$ cat src/sv/nbge_pkg.sv
// ----------------------------------------------------------------------------
// nbge_pkg
// Shared types, widths and helpers for the n-body Euler step core.
// ----------------------------------------------------------------------------
package nbge_pkg;

    localparam int NUM_BODIES_DEF = 3;

    // operation codes carried in s_tuser
    localparam logic FUNC_LOAD = 1'b0;
    localparam logic FUNC_STEP = 1'b1;

    localparam int COORD_W = 32;   // Q16.16
    localparam int MASS_W  = 16;   // Q8.8
    localparam int DIFF_W  = 33;   // exact coordinate difference
    localparam int SQ_W    = 66;   // dx^2 + dy^2
    localparam int ROOT_W  = 33;   // floor(sqrt(r2))
    localparam int NUM_W   = 74;   // dividend width
    localparam int QUO_W   = 41;   // quotient width, holds the 2^40 cap
    localparam int ACC_W   = 46;   // sum of pair terms
    localparam int SUM_W   = 47;   // velocity plus sum

    localparam logic [QUO_W-1:0] ACC_CAP = {1'b1, {(QUO_W-1){1'b0}}};

    typedef struct packed {
        logic [MASS_W-1:0]  mass;
        logic [COORD_W-1:0] vy;
        logic [COORD_W-1:0] vx;
        logic [COORD_W-1:0] py;
        logic [COORD_W-1:0] px;
    } body_t;

    function automatic logic [COORD_W-1:0] sat32(input logic signed [SUM_W-1:0] v);
        logic [COORD_W-1:0] r;
        if (v > SUM_W'(signed'(33'sh0_7FFF_FFFF)))
            r = 32'h7FFF_FFFF;
        else if (v < SUM_W'(signed'(33'sh1_8000_0000)))
            r = 32'h8000_0000;
        else
            r = v[COORD_W-1:0];
        return r;
    endfunction

    function automatic logic [DIFF_W-1:0] mag33(input logic signed [DIFF_W-1:0] v);
        logic [DIFF_W-1:0] r;
        r = v[DIFF_W-1] ? DIFF_W'(-v) : DIFF_W'(v);
        return r;
    endfunction

endpackage

$ cat src/sv/nbge_sqrt.sv
// ----------------------------------------------------------------------------
// nbge_sqrt
// Digit-by-digit integer square root, one root bit per cycle.
// ----------------------------------------------------------------------------
module nbge_sqrt
(
    input  logic                         clk,
    input  logic                         rst_n,
    input  logic                         start,
    input  logic [nbge_pkg::SQ_W-1:0]    radicand,
    output logic                         busy,
    output logic [nbge_pkg::ROOT_W-1:0]  root
);
    import nbge_pkg::*;

    logic            busy_reg;
    logic [5:0]      cnt_reg;
    logic [SQ_W-1:0] op_reg;
    logic [SQ_W-1:0] res_reg;
    logic [SQ_W-1:0] one_reg;
    logic [SQ_W:0]   sum;
    logic            ge;

    assign sum = {1'b0, res_reg} + {1'b0, one_reg};
    assign ge  = {1'b0, op_reg} >= sum;

    always_ff @(posedge clk or negedge rst_n)
    begin
        if (!rst_n)
        begin
            busy_reg <= 1'b0;
            cnt_reg  <= '0;
        end
        else if (start)
        begin
            busy_reg <= 1'b1;
            cnt_reg  <= 6'(SQ_W / 2);
        end
        else if (busy_reg)
        begin
            cnt_reg <= cnt_reg - 6'd1;
            if (cnt_reg == 6'd1)
                busy_reg <= 1'b0;
        end
    end

    always_ff @(posedge clk)
    begin
        if (start)
        begin
            op_reg  <= radicand;
            res_reg <= '0;
            one_reg <= {2'b01, {(SQ_W-2){1'b0}}};
        end
        else if (busy_reg)
        begin
            if (ge)
            begin
                op_reg  <= op_reg - sum[SQ_W-1:0];
                res_reg <= (res_reg >> 1) + one_reg;
            end
            else
            begin
                res_reg <= res_reg >> 1;
            end
            one_reg <= one_reg >> 2;
        end
    end

    assign busy = busy_reg;
    assign root = res_reg[ROOT_W-1:0];

endmodule

$ cat config.mk
export PLATFORM = sky130hd
export DESIGN_NAME = nbge_sqrt
export DESIGN_NICKNAME = d
export VERILOG_FILES = /design/src/sv/nbge_pkg.sv /design/src/sv/nbge_sqrt.sv
export SDC_FILE = /design/constraint.sdc
export NUM_CORES = 1
export LEC_CHECK = 0
export BUFFER_PORTS_ARGS = -buffer_cell sky130_fd_sc_hd__buf_4
export CORE_MARGIN = 3
export CORE_UTILIZATION = 55
export DETAILED_ROUTE_END_ITERATION = 12
export GPL_ROUTABILITY_DRIVEN = 0
export PLACE_DENSITY = 0.73
export REMOVE_ABC_BUFFERS = 1
export SYNTH_ARGS = -nofsm -noshare
export SYNTH_HDL_FRONTEND = slang
export SYNTH_SLANG_ARGS = --single-unit
$ cat constraint.sdc
create_clock -name clk -period 14.54 [get_ports clk]
set_clock_uncertainty 0.05 [all_clocks]
set_input_delay 1.454 -clock clk [delete_from_list [all_inputs] [get_ports clk]]
set_output_delay 1.454 -clock clk [all_outputs]
set_load 0.05 [all_outputs]
# Word level (Yosys, flattened, before mapping)
# Index checks and enable logic that the tools add are counted.
dict set report totals {
  input_bits 69
  register_bits 172
  wordCells 23
}
dict set report classes {
  n_lt_le_gt_ge 1
  reduce_logical 3
  eq_ne 1
  mux 9
  addsub 4
}
# op count
set op_table {}
lappend op_table {{2-to-1 mux 66 bit} 4}
lappend op_table {{adder 66 x 65 -> 67 bit} 1}
lappend op_table {{greater-or-equal comparator 66 x 67 -> 1 bit} 1}
lappend op_table {{adder 65 x 65 -> 66 bit} 1}
lappend op_table {{subtractor 66 bit} 1}
lappend op_table {{2-to-1 mux 6 bit} 2}
lappend op_table {{== test 6 x 1 -> 1 bit (second input constant)} 1}
lappend op_table {{subtractor 6 x 1 -> 6 bit (second input constant)} 1}
lappend op_table {{nonzero test 2 bit} 2}
lappend op_table {{2-to-1 mux 1 bit} 3}
lappend op_table {{AND reduction 2 bit} 1}

# Depth between registers and ports, before layout
dict set report depth {
  word_depth 5
  ltp_mapped 26
  mapped_depth_nobuf 23
}

# Worst setup path after synthesis
# OpenSTA, ideal clock, no wires.
dict set report synth_path {
  path_kind {register to register}
  start {reg res_reg[2]}
  end {reg op_reg[0], enable pin}
  slack_ns 7.834
  t_arrival_ns 6.231
  path_stages_with_launch 24
  n_path_buf 1
  period_less_slack_ns 6.706
  cell_sequence {dfxtp_1 > ha_1 > a31oi_1 > a211oi_1 > a21oi_1 > o21ai_1 > nand3_1 > a21oi_1 > o22a_1 > a31oi_1 > o31ai_1 > xnor2_1 > ha_1 > and3_1 > nand2_1 > nor2_1 > and4_1 > o211a_1 > and3b_4 > o41a_1 > nor2_1 > buf_2 > nand2_1 > nand2_1}
}
dict set report synth_between {
  elab_chain_cells 4
}
# item line_no
set synth_lines {}
lappend synth_lines {{start: declaration} nbge_sqrt.sv:19} ;# logic [SQ_W-1:0] res_reg;
lappend synth_lines {{start signal: assignment} nbge_sqrt.sv:60} ;# res_reg <= (res_reg >> 1) + one_reg;
lappend synth_lines {{start signal: assignment} nbge_sqrt.sv:64} ;# res_reg <= res_reg >> 1;
lappend synth_lines {{adder 66 x 65 -> 67 bit} nbge_sqrt.sv:24} ;# assign sum = {1'b0, res_reg} + {1'b0, one_reg};
lappend synth_lines {{greater-or-equal comparator 66 x 67 -> 1 bit} nbge_sqrt.sv:25} ;# assign ge = {1'b0, op_reg} >= sum;
lappend synth_lines {{nonzero test 2 bit (no line)} --}
lappend synth_lines {{AND reduction 2 bit (no line)} --}
lappend synth_lines {{end signal: assignment} nbge_sqrt.sv:51} ;# op_reg <= radicand;
lappend synth_lines {{end signal: assignment} nbge_sqrt.sv:59} ;# op_reg <= op_reg - sum[SQ_W-1:0];
lappend synth_lines {{end: declaration} nbge_sqrt.sv:18} ;# logic [SQ_W-1:0] op_reg;
# Every way passes these cells.
# A chain may end at the register's enable or synchronous reset.

# Final worst setup path
dict set report layout_path {
  start {reg res_reg[2]}
  end {reg op_reg[42], enable pin}
}
# Same word-level chain as after synthesis.

==> results.sh <==
export IMPL_clk_latency_ps=460
export IMPL_cp_start_kind="register"
export IMPL_post_cts_setup_buffer_count=0
export IMPL_cts_htree_levels=4
export IMPL_grt_pass1_wl_mm=75.4
export IMPL_synth_edf_count=66
export IMPL_antenna_found_initial=0
export IMPL_timing_final_ws_setup_ps=7210
export IMPL_cts_clk_slew_worst_paths_ps=80
export IMPL_routed_via_density=6.43
export IMPL_synth_top_flop_cell="dfxtp_1"
export IMPL_synthesis_area_sq_um=15900
export IMPL_slew_headroom=0.372
export IMPL_crit_chain="ha_1 > a31oi_1 > a211oi_1 > a21oi_1 > o21ai_1 > nand3_1 > a21oi_1 > o22a_1 > a31oi_1 > o31ai_1 > xnor2_1 > ha_1 > and3_1 > nand2_1 > nor2_1 > and4_1 > o211a_1 > and3b_4 > o41a_1 > buf_4 > nor2_2 > nand2_1 > nand2_2 > buf_4"
export IMPL_io_pins=103
export IMPL_cp_arrival_ps=7360
export IMPL_postCtsHoldBufs=0
export IMPL_cts_tree="done"
export IMPL_layout_drive_gt1_share=0.0934
export IMPL_cap_violations=0
export IMPL_status="complete, no violations"
export IMPL_rows=61
export IMPL_grt_overflow=0
export IMPL_hold_violations=0
export IMPL_dp_slack_ps=7280
export IMPL_fmax_mhz=136
export IMPL_track_usage=0.299
export IMPL_critical_path_class="reg -> reg"
export IMPL_syn_to_final_growth_pct=8.04
export IMPL_grt_max_degree=75
export IMPL_cts_sinks=172
export IMPL_cts_buffers=17
export IMPL_num_fill_cells=2556
export IMPL_hpwl_mm=34.9
export IMPL_drc=0
export IMPL_setup_viol=0
export IMPL_finalSetupTns_ps=0
export IMPL_fp_coreArea_sq_um=28200
export IMPL_end_kind="register"
export IMPL_syn_avg_cell_area_sq_um=7.92
export IMPL_dpl_cell_area_sq_um=16600
export IMPL_wl_per_cell_um=19.7
export IMPL_critical_path_max_fanout=56
export IMPL_leakagePower_nw=6.90
export IMPL_final_common_cell="nand2_1"
export IMPL_ant_nets=0
export IMPL_cts_resized=0
export IMPL_clock_path_buffers=2
export IMPL_post_route_cell_area_sq_um=17200
export IMPL_die_w_um=176
export IMPL_synth_seq_area_share=0.260
export IMPL_yosysWarnings=0
export IMPL_root_buffer="clkbuf_16"
export IMPL_synth_seq_cells=172
export IMPL_rsz0062_at_grt="false"
export IMPL_drtIter0Drc=1646
export IMPL_vias=15381
export IMPL_required_ps=14570
export IMPL_cpPeakStageDelay_ps=640
export IMPL_die_area_sq_um=31100
export IMPL_power_density_nw_per_um2=209
export IMPL_min_period_ps=7330
export IMPL_tightest_slew_ps=939
export IMPL_fin_nets=2206
export IMPL_async_flop_share=0.0407
export IMPL_routed_wl_mm=47.0
export IMPL_io_buffers=102
export IMPL_drv_slew=0
export IMPL_hold_path_class="reg -> reg"
export IMPL_grt_pass1_vias=14339
export IMPL_ys_types=77
export IMPL_antenna_cells=0
export IMPL_ir_drop_v=0.000106
export IMPL_floorplan_initialDensity=0.566
export IMPL_hold_worst_slack_ps=480
export IMPL_die_h_um=176
export IMPL_mostFrequentLayoutCells="nand2_1, nor2_1, o21ai_0"
export IMPL_slowest_stage="buf_4"
export IMPL_fin_crit_sh=0.504
export IMPL_syn_inst=2012
export IMPL_firstDrtPassIters=6
## worst max-delay path, delay by kind of cell (launching register included)
kind	cells	cell delay [ps]
buffers and inverters	2	900
XOR/XNOR	1	110
AND/OR/NAND/NOR	9	1690
adder cells (fa/ha/maj)	2	770
AO/OA/AOI/OAI	10	2970
flip-flops	1	380
## cell type report
cell class,instances,area (sq um),share of cell area
Timing Repair Buffer,112,845,0.0490
Sequential cell,172,4140,0.241
Clock buffer,18,450,0.0262
Multi-Input combinational cell,1662,11000,0.638
Clock inverter,14,200,0.0116
Inverter,35,131,0.00763
Tap cell,378,473,0.0275
## logic make-up after synthesis
group / Yosys count / synth area share
AND/OR/NAND/NOR: 678 / 0.199
AO/OA/AOI/OAI: 630 / 0.257
buffers and inverters: 178 / 0.0519
flip-flops: 172 / 0.260
XOR/XNOR: 167 / 0.0918
adder cells (fa/ha/maj): 137 / 0.108
multiplexers: 50 / 0.0321
## report_power, final
group	internal, W	switching, W
registers	0.000711	0.000170
logic	0.000836	0.00135
clock network	0.000302	0.000224
## Yosys cell counts (22+ instances only)
cell | n | area share
inv_1 | 35 | 0.0082
mux2i_1 | 41 | 0.026
clkbuf_1 | 85 | 0.020
nor2_1 | 192 | 0.045
xnor2_1 | 72 | 0.040
dfxtp_1 | 99 | 0.12
xor2_1 | 95 | 0.052
nand2_1 | 225 | 0.053
edfxtp_1 | 66 | 0.12
a21o_1 | 45 | 0.021
nand3_1 | 49 | 0.015
nand4_1 | 44 | 0.017
nor3_1 | 29 | 0.0091
o21bai_1 | 25 | 0.012
nor2b_1 | 22 | 0.0086
o21ai_0 | 142 | 0.045
ha_1 | 136 | 0.11
a31oi_1 | 63 | 0.025
a21oi_1 | 126 | 0.040
a311oi_1 | 29 | 0.016
a211oi_1 | 46 | 0.022
buf_4 | 36 | 0.017
## path summary, 6_finish.rpt
| kind | start | to | slack (ps) | cells past startpoint |
|---|---|---|---|---|
| max | res_reg[2] | op_reg[42] | 7210 | 24 |
| min | res_reg[0] | res_reg[0] | 480 | 2 |
| max reg2reg | res_reg[2] | op_reg[42] | 7210 | 24 |
| min reg2reg | res_reg[0] | res_reg[0] | 480 | 2 |
| max in group asynchronous | rst_n | busy | 13560 | 1 |
| min in group asynchronous | rst_n | cnt_reg[4] | 750 | 1 |
## layer usage
metal / global-route usage / up-vias / routed length [um]
met3: 0.0406 / 69 / 3470
met5: 0 / - / 0
met2: 0.473 / 643 / 20900
met4: 0.0785 / 0 / 1000
met1: 0.429 / 7240 / 21600
li1: - / 7429 / -
## per-stage QoR
step           instances  power [W]  utilization
2_1_floorplan       1869    0.00245            -
3_3_place_gp        2359    0.00297        0.588
3_5_place_dp        2359    0.00301        0.588
4_1_cts             2391    0.00355        0.612
5_1_grt             2391    0.00385        0.612
6_report            2391    0.00359        0.612
Power figures use the tool's default switching activity.
