<file path="config.mk">
export PLATFORM = sky130hd
export DESIGN_NAME = nbge_div
export DESIGN_NICKNAME = d
export VERILOG_FILES = /design/src/sv/nbge_pkg.sv /design/src/sv/nbge_div.sv
export SDC_FILE = /design/constraint.sdc
export NUM_CORES = 1
export LEC_CHECK = 0
export BUFFER_PORTS_ARGS = -buffer_cell sky130_fd_sc_hd__buf_4
export CAP_MARGIN = 15
export CORE_UTILIZATION = 35
export CTS_BUF_LIST = sky130_fd_sc_hd__clkbuf_8
export DETAILED_ROUTE_END_ITERATION = 16
export SLEW_MARGIN = 20
export SYNTH_ARGS = -nofsm -noshare
export SYNTH_HDL_FRONTEND = slang
export SYNTH_SLANG_ARGS = --single-unit
</file>
<file path="constraint.sdc">
create_clock -name clk -period 4 [get_ports clk]
set_input_delay 0.4 -clock clk [delete_from_list [all_inputs] [get_ports clk]]
set_output_delay 0.4 -clock clk [all_outputs]
set_load 0.05 [all_outputs]
</file>
<file path="src/sv/nbge_pkg.sv">
// ----------------------------------------------------------------------------
// nbge_pkg
// Shared types, widths and helpers for the n-body Euler step core.
// ----------------------------------------------------------------------------
package nbge_pkg;

    localparam int NUM_BODIES_DEF = 3;

    // operation codes carried in s_tuser
    localparam logic FUNC_LOAD = 1'b0;
    localparam logic FUNC_STEP = 1'b1;

    localparam int COORD_W = 32;   // Q16.16
    localparam int MASS_W  = 16;   // Q8.8
    localparam int DIFF_W  = 33;   // exact coordinate difference
    localparam int SQ_W    = 66;   // dx^2 + dy^2
    localparam int ROOT_W  = 33;   // floor(sqrt(r2))
    localparam int NUM_W   = 74;   // dividend width
    localparam int QUO_W   = 41;   // quotient width, holds the 2^40 cap
    localparam int ACC_W   = 46;   // sum of pair terms
    localparam int SUM_W   = 47;   // velocity plus sum

    localparam logic [QUO_W-1:0] ACC_CAP = {1'b1, {(QUO_W-1){1'b0}}};

    typedef struct packed {
        logic [MASS_W-1:0]  mass;
        logic [COORD_W-1:0] vy;
        logic [COORD_W-1:0] vx;
        logic [COORD_W-1:0] py;
        logic [COORD_W-1:0] px;
    } body_t;

    function automatic logic [COORD_W-1:0] sat32(input logic signed [SUM_W-1:0] v);
        logic [COORD_W-1:0] r;
        if (v > SUM_W'(signed'(33'sh0_7FFF_FFFF)))
            r = 32'h7FFF_FFFF;
        else if (v < SUM_W'(signed'(33'sh1_8000_0000)))
            r = 32'h8000_0000;
        else
            r = v[COORD_W-1:0];
        return r;
    endfunction

    function automatic logic [DIFF_W-1:0] mag33(input logic signed [DIFF_W-1:0] v);
        logic [DIFF_W-1:0] r;
        r = v[DIFF_W-1] ? DIFF_W'(-v) : DIFF_W'(v);
        return r;
    endfunction

endpackage

</file>
<file path="src/sv/nbge_div.sv">
// ----------------------------------------------------------------------------
// nbge_div
// Restoring divider, one quotient bit per cycle, result capped at 2^40.
// ----------------------------------------------------------------------------
module nbge_div
(
    input  logic                        clk,
    input  logic                        rst_n,
    input  logic                        start,
    input  logic [nbge_pkg::NUM_W-1:0]  num,
    input  logic [nbge_pkg::SQ_W-1:0]   den,
    output logic                        busy,
    output logic [nbge_pkg::QUO_W-1:0]  quot
);
    import nbge_pkg::*;

    logic             busy_reg;
    logic [5:0]       cnt_reg;
    logic [SQ_W-1:0]  rem_reg;
    logic [SQ_W-1:0]  den_reg;
    logic [QUO_W-1:0] nlo_reg;
    logic [QUO_W-1:0] q_reg;
    logic             ovf_reg;
    logic [SQ_W:0]    trial;
    logic [SQ_W:0]    diff;
    logic             ge;
    logic [SQ_W-1:0]  rem0;

    // top bits of the dividend are preloaded; if they already reach the
    // divisor the quotient is at least 2^41 and the cap applies
    assign rem0  = SQ_W'(num[NUM_W-1:QUO_W]);
    assign trial = {rem_reg, nlo_reg[QUO_W-1]};
    assign diff  = trial - {1'b0, den_reg};
    assign ge    = trial >= {1'b0, den_reg};

    always_ff @(posedge clk or negedge rst_n)
    begin
        if (!rst_n)
        begin
            busy_reg <= 1'b0;
            cnt_reg  <= '0;
        end
        else if (start)
        begin
            busy_reg <= 1'b1;
            cnt_reg  <= 6'(QUO_W);
        end
        else if (busy_reg)
        begin
            cnt_reg <= cnt_reg - 6'd1;
            if (cnt_reg == 6'd1)
                busy_reg <= 1'b0;
        end
    end

    always_ff @(posedge clk)
    begin
        if (start)
        begin
            rem_reg <= rem0;
            den_reg <= den;
            nlo_reg <= num[QUO_W-1:0];
            q_reg   <= '0;
            ovf_reg <= rem0 >= den;
        end
        else if (busy_reg)
        begin
            rem_reg <= ge ? diff[SQ_W-1:0] : trial[SQ_W-1:0];
            q_reg   <= {q_reg[QUO_W-2:0], ge};
            nlo_reg <= {nlo_reg[QUO_W-2:0], 1'b0};
        end
    end

    assign busy = busy_reg;
    assign quot = (ovf_reg || (q_reg > ACC_CAP)) ? ACC_CAP : q_reg;

endmodule

</file>
After elaboration in Yosys (flattened, before gate mapping)

Cells that the tools add are included.

Register bits: 222
Input bits: 143
Output and inout port bits: 42
Word-level logic and storage cells: 27

$add $sub $neg: 2
Order comparisons: 3
Eq/ne operators: 1
Mux-type cells: 11
Reductions and logical operators: 2

Operators by type and width:

| cell                                                   | count |
|---|---|
| 2-to-1 mux 41 bit                                      | 3 |
| >= comparator 67 x 66 -> 1 bit                         | 1 |
| >= comparator 33 x 66 -> 1 bit                         | 1 |
| 2-to-1 mux 33 bit                                      | 2 |
| 2-to-1 mux 66 bit                                      | 1 |
| subtractor 66 bit                                      | 1 |
| greater-than comparator 41 bit (second input constant) | 1 |
| 2-to-1 mux 6 bit                                       | 2 |
| == test 6 x 1 -> 1 bit (second input constant)         | 1 |
| subtractor 6 x 1 -> 6 bit (second input constant)      | 1 |
| 2-to-1 mux 1 bit                                       | 3 |
| nonzero test 2 bit                                     | 1 |
| logical OR 1 bit                                       | 1 |

Logic depth before layout (Yosys ltp)

Gate-level depths: netlist (run 1).

Depth in word-level cells: 4
Mapped depth: 16
Mapped depth without buffers: 13

Worst setup path after synthesis (run 1)

OpenSTA, ideal clock, no wires.

Kind: register to register
From: reg rem_reg[13]
To: reg rem_reg[61]
Setup time: 95 ps
Arrival time: 3,110 ps
Data required time: 3,905 ps
Path slack: 795 ps
Stages on the path, launching flop included: 13
Path buffers: 1
Clock period less this slack: 3,205 ps
Cell sequence: edfxtp_1 > ha_1 > buf_6 > a211oi_2 > o211ai_1 > a2111oi_0 > nand4_1 > a31oi_2 > o31ai_1 > a221o_1 > a31oi_1 > mux2_2 > a221oi_1

Longest elaborated chain between the ends: 2
Elaborated cells between the ends (all ways): 3
Classes of those cells: 1 x add/sub; 1 x order compare; 1 x mux

Ends and longest elaborated chain:

| element                                                                    | RTL line                       | source |
|---|---|---|
| start, declared                                                            | nbge_div.sv:19                 | `logic [SQ_W-1:0] rem_reg;` |
| start signal, assigned                                                     | nbge_div.sv:60                 | `rem_reg <= rem0;` |
| start signal, assigned                                                     | nbge_div.sv:68                 | `rem_reg <= ge ? diff[SQ_W-1:0] : trial[SQ_W-1:0];` |
| subtractor 66 bit / >= comparator 67 x 66 -> 1 bit (equally long branches) | nbge_div.sv:33, nbge_div.sv:34 |  |
| 2-to-1 mux 66 bit *                                                        | nbge_div.sv:68                 |  |

Every way passes the cells marked *; elsewhere a longest branch is shown, timed or not.
A chain may end at the register's enable or synchronous reset.

Final worst setup path (run 1)

From: reg rem_reg[14]
To: reg rem_reg[57]

Same word-level chain as after synthesis.

==> results of run 1 <==
[path summary, 6_finish.rpt]
| kind | start | end | slack [ns] |
|---|---|---|---|
| worst max-delay path | rem_reg[14] | rem_reg[57] | 0.33 |
| worst min-delay path | num[64] | rem_reg[23] | 0.07 |
| worst max register to register | rem_reg[14] | rem_reg[57] | 0.33 |
| worst min register to register | rem_reg[53] | rem_reg[54] | 0.50 |
| max in group asynchronous | rst_n | busy | 3.69 |
| min in group asynchronous | rst_n | cnt_reg[5] | 0.17 |
[placed cells by master, fill, tap and decap left out, drive strengths merged, types with 19 or more instances in the layout]
master / instances
nand4: 38
ha: 101
o21ai: 51
dlygate4sd3: 67
nor4: 20
nand3: 19
a21oi: 126
edfxtp: 141
and2: 46
a21o: 37
mux2i: 46
nand2: 120
o21bai: 19
buf: 200
a211oi: 20
mux2: 62
xnor2: 44
clkbuf: 46
nor2: 156
inv: 138
dfxtp: 74
[per-layer routing]
layer / up-vias / routed length, um / GRT usage, %
li1: 5997 / - / -
met1: 5696 / 18200 / 25.4
met2: 293 / 17300 / 28.6
met3: 57 / 2260 / 4.43
met4: 0 / 961 / 6.61
met5: - / 0 / 0
[through the flow]
stage | hold slack [ns] | utilization (%)
finish | 0.0696 | 44.3
global route | 0.0363 | 44.3
CTS | 0.0246 | 44.2
detailed placement | 0.219 | 40.4
global placement | 0.219 | 40.4
floorplan | 0.104 | -
[area by class of cell]
class                      instances  area [um^2]
sequential                       222         5890
inverter                         127          477
tap                              525          657
fill                            3885        22400
timing repair buffer             267         2200
clock inverter                    31          223
clock buffer                      46          633
multi-input combinational       1106         7660
[cell families after synthesis]
family	Yosys count	share of synthesized area, %
and+or+nand+nor	464	15.4
AOI/OAI and AO/OA	371	17.1
DFF	222	41.1
buffers and inverters	209	5.69
muxes	108	8.08
adders and majority gates	102	8.95
xor gates and xnor gates	61	3.72
[timing repair]
item	CTS	global route
resized for setup	0	1
setup endpoints to repair	0	1
hold endpoints to repair	73	0
hold buffers	67	0
[worst max-delay path, cell delays in order, from the launching register on]
cell	delay (ns)
edfxtp_1	0.39
ha_1	0.43
o21ai_0	0.27
o211ai_1	0.17
a2111oi_1	0.40
nand4_1	0.16
a31oi_2	0.28
o31ai_1	0.14
a221o_1	0.44
a21oi_1	0.22
mux2_2	0.35
a221oi_1	0.28
[power by group through the flow]
stage | Sequential (mW) | Clock [mW] | Combinational (mW)
2_1_floorplan | 3.14 | 0 | 3.78
3_3_place_gp | 3.21 | 0 | 4.90
3_5_place_dp | 3.22 | 0 | 4.92
4_1_cts | 3.19 | 2.41 | 5.00
5_1_grt | 3.24 | 2.50 | 5.60
6_report | 3.19 | 2.32 | 5.04
==> impl_metrics.py, run 1 <==
metrics = {
    "die": {
        "fp.dieW_um": 204,
        "coreArea_um2": 40100,
        "initial_core_util_pct": 35.8,
        "die-area_um2": 41800,
        "boundaryPins": 185,
        "die_h_um": 204,
        "fp-row-count": 73,
    },
    "clocking": {
        "cts_tree": "done",
        "clock-sinks": 222,
        "clk_latency_ns": 0.62,
        "ctsRootBufferMaster": "clkbuf_8",
        "cts_buffer_depth": 3,
        "cts.htree.levels": 2,
        "clk_pin_slew_ns": 0.06,
        "cts_setup_buffers": 0,
        "cts_made_buffers": 42,
    },
    "placed_design": {
        "dp_slack_ns": 0.323,
        "place_inst": 2179,
        "placed_area_um2": 16200,
        "port_buffers": 184,
        "place_congestion": 0.920,
        "hpwl_mm": 28.3,
    },
    "job": {
        "drv_cap": 0,
    },
    "routing": {
        "drt_wl_total_mm": 38.7,
        "drc_errors": 0,
        "antenna_left": 0,
        "via_per_inst": 5.18,
        "dr.pass1.iters": 6,
        "drt_iter0_drc": 919,
        "wire_per_inst_um": 16.7,
        "vias": 12000,
    },
    "grt": {
        "grt_pass1_wl_mm": 62.3,
        "grt_use_total_pct": 18.6,
        "grt_overflow": 0,
        "grt_pass1_vias": 11900,
        "grt_max_degree": 76,
        "antenna_found_initial": 0,
    },
    "timing": {
        "rsz0062_at_grt": "false",
        "finalHoldViolCount": 0,
        "fin_crit_sh_pct": 91.8,
        "report.final.slew_viol_count": 0,
        "worst_pin_slew_ns": 0.850,
        "setup_slack_ns": 0.328,
        "max_freq_ghz": 0.272,
        "setup_violations": 0,
        "skew_ns": 0.0418,
        "fin_tns_setup_ns": 0,
        "fin_crit_ns": 3.67,
        "maxSlewHeadroom_pct": 43.3,
    },
    "yosys": {
        "async_reset_ff_share_pct": 3.15,
        "ys.warnings.count": 0,
        "netlist_area_um2": 14300,
        "synth_fp_nets": 1782,
        "synth.distinct_cells": 79,
        "yosysSeqAreaShare_pct": 41.1,
        "synth_ff_type": "edfxtp_1",
        "yosys.area.top_type": "edfxtp_1",
        "synth-edff-count": 141,
        "synthTopCellsByCount": "nor2_1, edfxtp_1, inv_1, a21oi_1, nand2_1",
        "syn_avg_cell_area_um2": 9.33,
        "yosys_register_bits": 222,
        "synth_cells": 1537,
        "synth.most_common_cell": "nor2_1",
        "ys_top_cells_by_area": "edfxtp_1, dfxtp_1, ha_1",
        "synth_top_area_share_pct": 29.5,
    },
    "power_and_ir_drop": {
        "sequentialPowerShare_pct": 30.2,
        "leakagePower_nw": 7.93,
        "powerDensity_nw_per_um2": 595,
        "p_sw_mw": 4.26,
        "p_clk_share_pct": 22.0,
        "power_mw": 10.6,
        "ir_drop_mv": 0.294,
        "p_comb_share_pct": 47.8,
        "internal_power_mw": 6.29,
        "p_sw_share_pct": 40.4,
    },
    "finish": {
        "final_area_um2": 17700,
        "stdcell_count": 2324,
        "drive_gt1_share_pct": 19.1,
        "nets": 2011,
        "area_growth_pct": 23.7,
        "diodes": 0,
    },
    "outcome": {
        "status": "finished, final reports clean",
    },
    "worst_setup_path": {
        "critPathRequiredTime_ns": 4.49,
        "endpoint_kind": "flip-flop",
        "cp-start-kind": "flip-flop",
        "critPathArrivalTime_ns": 4.16,
        "crit_type": "reg -> reg",
        "crit_fanout": 9,
        "worstRegToRegCells": 11,
    },
    "min_path": {
        "hold_class": "in -> reg",
        "hold_depth": 2,
    },
}
Power figures use the tool's default switching activity.
==> inputs of run 2 (changes only) <==
Settings changed: CELL_PAD_IN_SITES_DETAIL_PLACEMENT set to 0, CELL_PAD_IN_SITES_GLOBAL_PLACEMENT set to 1, PLACE_DENSITY_LB_ADDON set to 0.1.
==> impl_metrics.py, run 2 (synthesis results as in run 1) <==
metrics = {
    "clocking": {
        "cts.htree.levels": 2,
        "ctsRootBufferMaster": "clkbuf_8",
        "clk_pin_slew_ns": 0.06,
        "clk_latency_ns": 0.61,
        "clock-sinks": 222,
        "cts_made_buffers": 43,
        "cts_tree": "done",
        "cts_buffer_depth": 3,
    },
    "timing": {
        "fin_tns_setup_ns": 0,
        "rsz0062_at_grt": "false",
        "max_freq_ghz": 0.269,
        "fin_crit_ns": 3.72,
        "finalHoldViolCount": 0,
        "setup_slack_ns": 0.282,
        "maxSlewHeadroom_pct": 39.2,
        "skew_ns": 0.0246,
        "setup_violations": 0,
        "report.final.slew_viol_count": 0,
        "worst_pin_slew_ns": 0.904,
        "fin_crit_sh_pct": 93.0,
    },
    "die": {
        "fp.dieW_um": 204,
        "die_h_um": 204,
        "fp-row-count": 73,
        "boundaryPins": 185,
        "coreArea_um2": 40100,
        "initial_core_util_pct": 35.8,
        "die-area_um2": 41800,
    },
    "worst_setup_path": {
        "worstPathCellList": "ha_1, a211oi_2, o211ai_1, a2111oi_2, nand4_1, a31oi_2, o31ai_1, a221o_1, a31oi_1, mux2_2, a221oi_1",
        "crit_family": "compound AO/OA/AOI/OAI gates",
        "critPathArrivalTime_ns": 4.22,
        "crit_type": "reg -> reg",
        "crit_slowest_cell": "a221o_1",
        "cp-start-kind": "flip-flop",
        "critPathRequiredTime_ns": 4.50,
        "crit_fanout": 10,
        "crit_buf_inv": 0,
        "endpoint_kind": "flip-flop",
        "max_stage_delay_ns": 0.46,
    },
    "finish": {
        "multiInputGateArea_um2": 7670,
        "diodes": 0,
        "nets": 2016,
        "drive_gt1_share_pct": 19.1,
        "area_growth_pct": 23.7,
        "fillCellCount": 4000,
        "mostFrequentLayoutCells": "buf_4, nor2_1, inv_1",
        "layout_commonest_cell": "buf_4",
        "regArea_um2": 5890,
    },
    "grt": {
        "antenna_found_initial": 1,
        "grt_pass1_wl_mm": 65.5,
        "grt_max_degree": 75,
        "grt_overflow": 0,
        "grt_use_total_pct": 20.0,
        "grt_pass1_vias": 12300,
    },
    "power_and_ir_drop": {
        "leakagePower_nw": 7.97,
        "powerDensity_nw_per_um2": 592,
        "internal_power_mw": 6.18,
        "p_comb_share_pct": 49.1,
        "power_mw": 10.5,
        "p_clk_share_pct": 20.5,
        "ir_drop_mv": 0.295,
        "p_sw_share_pct": 41.2,
        "p_sw_mw": 4.33,
        "sequentialPowerShare_pct": 30.3,
    },
    "routing": {
        "drt_iter0_drc": 484,
        "vias": 12000,
        "via_per_inst": 5.14,
        "antenna_left": 0,
        "drt_wl_total_mm": 41.1,
        "drc_errors": 0,
        "wire_per_inst_um": 17.6,
        "dr.pass1.iters": 5,
    },
    "min_path": {
        "hold_class": "in -> reg",
    },
    "placed_design": {
        "dp_slack_ns": 0.256,
        "hpwl_mm": 29.7,
        "place_congestion": 0.877,
        "port_buffers": 184,
    },
    "outcome": {
        "status": "finished, final reports clean",
    },
    "job": {
        "drv_cap": 0,
    },
}
-- run 2: cell types whose count changed in the layout (fill, tap and decap cells not counted), sizes merged --
cell / before / now
clkinvlp: 1 / 0
buf: 200 / 204
inv: 138 / 148
clkinv: 16 / 9
bufinv: 3 / 0
clkbuf: 46 / 49
-- run 2: cell type report --
type                            count  share of cell area [%]
Clock buffer                       49                    3.80
Clock inverter                     30                   0.726
Inverter                          127                    2.69
Multi-Input combinational cell   1106                    43.2
Sequential cell                   222                    33.2
Tap cell                          525                    3.70
Timing Repair Buffer              271                    12.6
-- run 2: repair_timing --
action / in CTS / in global routing
hold buffers: 67 / 0
setup endpoints to repair: 0 / 4
resized for setup: 0 / 3
endpoints found under the hold margin: 73 / 0
buffers inserted: 0 / 0
-- run 2: metrics by stage --
step / area [um^2] / instances / util (%) / hold slack, ns
4_1_cts: 17700 / 2329 / 44.2 / 0.0232
5_1_grt: 17700 / 2330 / 44.3 / 0.0403
3_3_place_gp: 16200 / 2183 / 40.5 / 0.218
3_5_place_dp: 16200 / 2183 / 40.5 / 0.219
2_1_floorplan: 14300 / 1537 / - / 0.104
6_report: 17700 / 2330 / 44.3 / 0.0758
-- run 2: power groups by stage --
stage	combinational, mW	clock, mW	sequential, mW
2_1_floorplan	3.78	0	3.14
3_3_place_gp	5.10	0	3.22
3_5_place_dp	5.08	0	3.22
4_1_cts	5.16	2.26	3.19
5_1_grt	5.77	2.34	3.25
6_report	5.16	2.16	3.19
-- run 2: path summary, 6_finish.rpt --
path / end / cells past startpoint / from / slack, ns
max in group asynchronous: busy / 2 / rst_n / 3.69
min in group asynchronous: cnt_reg[1] / 2 / rst_n / 0.17
setup reg to reg: rem_reg[61] / 11 / rem_reg[13] / 0.28
setup / recovery: rem_reg[61] / 11 / rem_reg[13] / 0.28
hold / removal: den_reg[6] / 1 / start / 0.08
hold reg to reg: rem_reg[38] / 2 / rem_reg[37] / 0.50
-- run 2: per-layer routing --
metal  share of wire, %  vias up  track usage [%]
li1                   -     6009                -
met1                 49     5661             27.5
met2                 44      249             30.9
met3                5.2       60             4.21
met4                2.3        0             6.64
met5                  0        -                0
